$ cat config.mk
export PLATFORM = sky130hd
export DESIGN_NAME = swm_cell
export DESIGN_NICKNAME = d
export VERILOG_FILES = /design/src/swm_pkg.sv /design/src/swm_cell.sv
export SDC_FILE = /design/constraint.sdc
export NUM_CORES = 1
export LEC_CHECK = 0
export ABC_CLOCK_PERIOD_IN_PS = 3900
export BUFFER_PORTS_ARGS = -buffer_cell sky130_fd_sc_hd__buf_2
export CORE_UTILIZATION = 51
export DETAILED_ROUTE_END_ITERATION = 12
export HOLD_SLACK_MARGIN = 0.12
export PLACE_DENSITY = 0.85
export SKIP_LAST_GASP = 1
export SLEW_MARGIN = 15
export SYNTH_ARGS = -nofsm -noshare
export SYNTH_HDL_FRONTEND = slang
export SYNTH_SLANG_ARGS = --single-unit
$ cat constraint.sdc
create_clock -name i_clk -period 3.9 [get_ports i_clk]
set_input_delay 0.39 -clock i_clk [delete_from_list [all_inputs] [get_ports i_clk]]
set_output_delay 0.39 -clock i_clk [all_outputs]
set_load 0.01 [all_outputs]
$ cat src/swm_pkg.sv
`timescale 1ns / 1ps
// ----------------------------------------------------------------------------
// swm_pkg
// Shared constants and the control struct that the sequencer sends to every
// level cell of the sliding window median filter.
// ----------------------------------------------------------------------------
package swm_pkg;

    localparam int SAMPLE_W = 16;
    localparam int WLEN_W   = 9;
    localparam int WLEN_MAX = 511;

    localparam logic [WLEN_W-1:0] WLEN_RESET = 9'd3;

    // per-cycle strobes broadcast along the chain
    typedef struct packed {
        logic adv;    // every cell hands its word to the next one
        logic add;    // increment cycle
        logic sub;    // decrement cycle
        logic clr;    // clearing pass writes zero
        logic flush;  // drop all words in flight
    } t_cell_ctl;

endpackage

$ cat src/swm_cell.sv
`timescale 1ns / 1ps
// ----------------------------------------------------------------------------
// swm_cell
// One level of the count tree. Holds the counts of all nodes at LEVEL, adds
// the new sample, takes one step of the rank descent and removes the oldest
// sample, then hands the word to the next level.
// ----------------------------------------------------------------------------
module swm_cell #(
    parameter int VALUE_BITS = 16,
    parameter int LEVEL      = 1,
    parameter int CNT_W      = 9
) (
    input  logic                  i_clk,
    input  logic                  i_rst_n,
    input  swm_pkg::t_cell_ctl    i_ctl,
    input  logic [LEVEL-1:0]      i_clr_addr,
    input  logic                  i_vld,
    input  logic                  i_emit,
    input  logic [VALUE_BITS-1:0] i_v,
    input  logic [VALUE_BITS-1:0] i_old,
    input  logic [CNT_W-1:0]      i_rank,
    input  logic [VALUE_BITS-1:0] i_path,
    output logic                  o_vld,
    output logic                  o_emit,
    output logic [VALUE_BITS-1:0] o_v,
    output logic [VALUE_BITS-1:0] o_old,
    output logic [CNT_W-1:0]      o_rank,
    output logic [VALUE_BITS-1:0] o_path
);

    localparam int DEPTH = 2 ** LEVEL;

    logic [CNT_W-1:0]      r_mem [DEPTH];
    logic [CNT_W-1:0]      r_rda;
    logic [CNT_W-1:0]      r_rdb;

    logic                  r_vld;
    logic                  r_emit;
    logic [VALUE_BITS-1:0] r_v;
    logic [VALUE_BITS-1:0] r_old;
    logic [CNT_W-1:0]      r_rank;
    logic [VALUE_BITS-1:0] r_path;

    logic [LEVEL-1:0]      v_node;
    logic [LEVEL-1:0]      old_node;
    logic [LEVEL-1:0]      left_node;
    logic [LEVEL-1:0]      rd_addr;
    logic [LEVEL-1:0]      wr_addr;
    logic                  wr_en;
    logic [CNT_W-1:0]      wr_data;
    logic [CNT_W-1:0]      cnt_left;
    logic                  same;

    assign v_node    = r_v[VALUE_BITS-1 -: LEVEL];
    assign old_node  = r_old[VALUE_BITS-1 -: LEVEL];
    // bit of this level in the path is still zero: this is the left child
    assign left_node = r_path[VALUE_BITS-1 -: LEVEL];

    // add and remove on the same node cancel
    assign same     = r_emit && (v_node == old_node);
    // left count as seen after the add, before the removal
    assign cnt_left = r_rdb + CNT_W'(v_node == left_node);
    assign rd_addr  = i_ctl.add ? old_node : v_node;

    always_comb begin
        wr_en   = 1'b0;
        wr_addr = v_node;
        wr_data = r_rda + 1'b1;
        if (i_ctl.clr) begin
            wr_en   = 1'b1;
            wr_addr = i_clr_addr;
            wr_data = '0;
        end else if (i_ctl.add && r_vld && !same) begin
            wr_en   = 1'b1;
            wr_addr = v_node;
            wr_data = r_rda + 1'b1;
        end else if (i_ctl.sub && r_vld && r_emit && !same) begin
            wr_en   = 1'b1;
            wr_addr = old_node;
            wr_data = r_rda - 1'b1;
        end
    end

    always_ff @(posedge i_clk) begin
        if (wr_en) begin
            r_mem[wr_addr] <= wr_data;
        end
        r_rda <= r_mem[rd_addr];
        r_rdb <= r_mem[left_node];
    end

    always_ff @(posedge i_clk) begin
        if (!i_rst_n) begin
            r_vld <= 1'b0;
        end else if (i_ctl.flush) begin
            r_vld <= 1'b0;
        end else if (i_ctl.adv) begin
            r_vld <= i_vld;
        end
    end

    always_ff @(posedge i_clk) begin
        if (i_ctl.adv) begin
            r_emit <= i_emit;
            r_v    <= i_v;
            r_old  <= i_old;
            r_rank <= i_rank;
            r_path <= i_path;
        end else if (i_ctl.add && r_vld && r_emit) begin
            if (r_rank > cnt_left) begin
                r_rank                    <= r_rank - cnt_left;
                r_path[VALUE_BITS-LEVEL] <= 1'b1;
            end
        end
    end

    assign o_vld  = r_vld;
    assign o_emit = r_emit;
    assign o_v    = r_v;
    assign o_old  = r_old;
    assign o_rank = r_rank;
    assign o_path = r_path;

endmodule

==> metrics.log <==
INFO  metric critPathCaptureType = register
INFO  metric worstHoldPathType = in2reg
INFO  metric r2r.worst_path.cells = 14
INFO  metric p_switching = 646 µW
INFO  metric synth.mux.area_fraction = 0.0709
INFO  metric timing.final.ws_setup = 0.525 ns
INFO  metric power.clock.fraction = 0.308
INFO  metric min_delay_worst_endpoint = o_path[12]
INFO  metric cts.path.max_buffers = 2
INFO  metric synth_xor_area_frac = 0.0531
INFO  metric power.share.switching = 0.260
INFO  metric rows = 31
INFO  metric m2_gr_usage = 0.409
INFO  metric route.detailed.vias_per_inst = about 5.3
INFO  metric worst_r2r_endpoint = o_rank[7]
INFO  metric max_slew.worst_pin.slew = 0.845 ns
INFO  metric detailed_route_wire_length = 8.68 mm
INFO  metric power.ir.vdd_worst = 323 µV
INFO  metric seq_power_share = 0.509
INFO  metric grt_use_met1 = 0.244
INFO  metric grt_util_all_layers = 0.219
INFO  metric startpoint_of_the_worst_slack_reg_to_reg_timing_path = o_path[15]
INFO  metric setup.reg_to_reg.worst_slack = ~0.53 ns
INFO  metric initial_utilization = 0.534
INFO  metric critical_path.startpoint_type = register
INFO  metric final-max-slew-violation-count = 0
INFO  metric synth_area_per_cell = 14.5 µm²
INFO  metric post-cts-setup-buffers = 0
INFO  metric yosys.area_share.simple = 0.0789
INFO  metric cts_hold_buffers = 0
INFO  metric grt_max_degree = 43
INFO  metric floorplan.core_area = 7370 µm²
INFO  metric cts_tree = done
INFO  metric routed_wire_length_per_instance = between 15 and 20 µm
INFO  metric grt-ovfl-total = 0
INFO  metric synth_top_family_by_area = simple AND/OR/NAND/NOR gates
INFO  metric cp.arrival = 3.45 ns
INFO  metric ys_warn_count = 0
INFO  metric clkSlewWorstSetupHoldPaths = around 0.10 ns
INFO  metric antenna_diodes = 0
INFO  metric routabilityCongestion = 0.882
INFO  metric antenna_found_initial = 0
INFO  metric dp_slack = 0.583 ns
INFO  metric grt_pass1_vias = 2685
INFO  metric num_io_pins = 126
INFO  metric die_width = 89.8 µm
INFO  metric clock_latency = approximately 0.36 ns
INFO  metric critical_path_peak_fanout = 11
INFO  metric timing.critical_path.required = 3.97 ns
INFO  metric area.growth.synth_to_final = 25.0%
INFO  metric setup_viol = 0
INFO  metric rsz0062_at_grt = no
INFO  metric clock-sinks = 95
INFO  metric maxClockFrequency = 296 MHz
INFO  metric number_of_distinct_standard_cells_referenced_by_the_synthesized_netlist = 41
INFO  metric timing.hold.worst_path_depth = 1
INFO  metric detailed_route_via_count = ~2700
INFO  metric fin_skew = approximately 0.017 ns
INFO  metric m3_gr_usage = 0.0550
INFO  metric mapped_nets = 353
INFO  metric power_report.internal_total = 1.84 mW
INFO  metric placement.io_buffers = between 100 and 150
INFO  metric synthCells = 272
INFO  metric finalHoldViolations = 0
INFO  metric setup_tns = 0 ns
INFO  metric floorplan.die_area = 8070 µm²
INFO  metric sequential_element_share_of_the_synthesized_area = 0.677
INFO  metric outcome = finished clean
INFO  metric power_frac_comb = 0.183
INFO  metric relSlewSlack = 0.435
INFO  metric grt_first_pass_wirelength = roughly 13 mm
INFO  metric drive_above_1_share = 0.411
INFO  metric cp_class = reg2reg
INFO  metric synth-seq-cells = 95
INFO  metric antenna_violating_nets_post_route = 0
INFO  metric pleak = roughly 2 nW
INFO  metric dr.first_iter.drc_count = 134
INFO  metric syn_area = between 3000 and 4000 µm²
INFO  metric die_h = 89.8 µm
INFO  metric max-cap-violations = 0
INFO  metric tcrit_tclk_final = 0.865
INFO  metric nNetsFinal = 485
INFO  metric cts_inserted_buffers = 9
INFO  metric postSynth.topFlopCell = edfxtp_1
INFO  metric grt_most_used_layer = met2
INFO  metric drt_first_pass_iters = 5
INFO  metric yosys.area_share.adder = 0.0464
INFO  metric number_of_enable_flip_flop_cells_after_synthesis = 76
INFO  metric fin_crit = 3.37 ns
INFO  metric hpwlAfterDp = 6.35 mm
INFO  metric clock-root-buffer = clkbuf_8
INFO  metric timing.hold.worst.start = i_path[12]
INFO  metric drt_drc_violations_left = 0
INFO  metric cts_htree_levels = 3
INFO  metric power.density_cell_area = 506 nW/µm²
INFO  metric cts_repair_resize_count = 0
INFO  metric area_fraction_in_compound_gates_after_synthesis = 0.0588
INFO  metric async_flop_share = 0
==> through the flow <==
stage                     cell area [µm²]  utilization  std cells  hold WS [ns]  power (mW)
after global placement               4670        0.634        492         0.476        1.71
after floorplan                      3930            -        272         0.466        1.56
after detailed placement             4670        0.634        492         0.484        1.73
after global routing                 4920        0.667        508         0.181        2.58
after CTS                            4920        0.667        508         0.186        2.50
final                                4920        0.667        508         0.202        2.49
==> cell families after synthesis <==
| family | Yosys count |
|---|---|
| AND/OR/NAND/NOR | 63 |
| multiplexers | 25 |
| AO/OA/AOI/OAI | 37 |
| adder cells (fa/ha/maj) | 14 |
| flip-flops | 95 |
| XOR/XNOR | 23 |
| buffers and inverters | 15 |
==> cells in the final DEF (no fill, tap or decap), types with 10 or more instances in the layout <==
master,netlist,final
buf_2,2,125
edfxtp_1,76,76
nand2_1,20,20
mux2_2,20,20
dfxtp_1,19,19
nor2_1,18,18
ha_1,13,13
xnor2_1,12,12
a21oi_1,12,12
o21ai_0,11,11
xor2_1,10,10
==> power groups by stage <==
stage	Combinational (mW)	Clock [mW]	Sequential (mW)
global route	0.491	0.812	1.28
global placement	0.423	0	1.28
finish	0.455	0.767	1.27
floorplan	0.256	0	1.30
detailed placement	0.440	0	1.29
CTS	0.450	0.778	1.27
==> routing by layer <==
metal  share of wire  vias to the layer above
li1                -                     1272
met1            0.40                     1289
met2            0.54                      101
met3           0.048                       10
met4           0.012                        0
met5               0                        -
==> synth_stat cells, drive strengths merged, types with 5 or more instances <==
cell type | instances | area share
dfxtp | 19 | 0.097
a21oi | 12 | 0.015
mux2i | 5 | 0.014
o21ai | 11 | 0.014
nand2 | 20 | 0.019
inv | 9 | 0.0086
nor2 | 18 | 0.017
edfxtp | 76 | 0.58
mux2 | 20 | 0.057
nand3 | 5 | 0.0064
xnor2 | 13 | 0.031
xor2 | 10 | 0.022
ha | 13 | 0.041
==> how the worst max path moves through the flow <==
stage | startpoint | endpoint | slack [ns] | cells past startpoint
after floorplan | o_path[15] | o_path[15] | 0.35 | 14
after global placement | o_path[15] | o_rank[7] | 0.80 | 14
after detailed placement | o_path[15] | o_rank[6] | 0.58 | 14
after CTS | o_path[15] | o_rank[4] | 0.51 | 14
after global routing | o_path[15] | o_rank[7] | 0.28 | 14
final | o_path[15] | o_rank[7] | 0.53 | 14
==> sequential cells by signal, summed over array words and instances (netlist names) <==
signal / flops
o_old: 16
o_emit: 1
o_path: 16
o_vld: 1
o_rank: 9
o_v: 16
r_mem: 18
r_rdb: 9
r_rda: 9
==> worst max-delay path: stages, from the launching register on <==
cell	delay [ns]
edfxtp_1	0.62
xnor2_1	0.27
ha_1	0.24
ha_1	0.21
nand3_1	0.13
nor2_1	0.18
nand3_1	0.11
xor2_1	0.15
ha_1	0.34
nand4_1	0.10
nor2_1	0.05
nand2_1	0.08
nand4_1	0.11
o21ai_0	0.26
buf_4	0.23
==> area by class of cell <==
class	count	area [µm²]
clock buffer	10	128
inverter	9	33.8
clock inverter	6	115
timing repair buffer	127	641
sequential	95	2660
fill	563	2450
tap	99	124
multi-input combinational	162	1210
No activity file was read; power rests on OpenSTA's default activity.
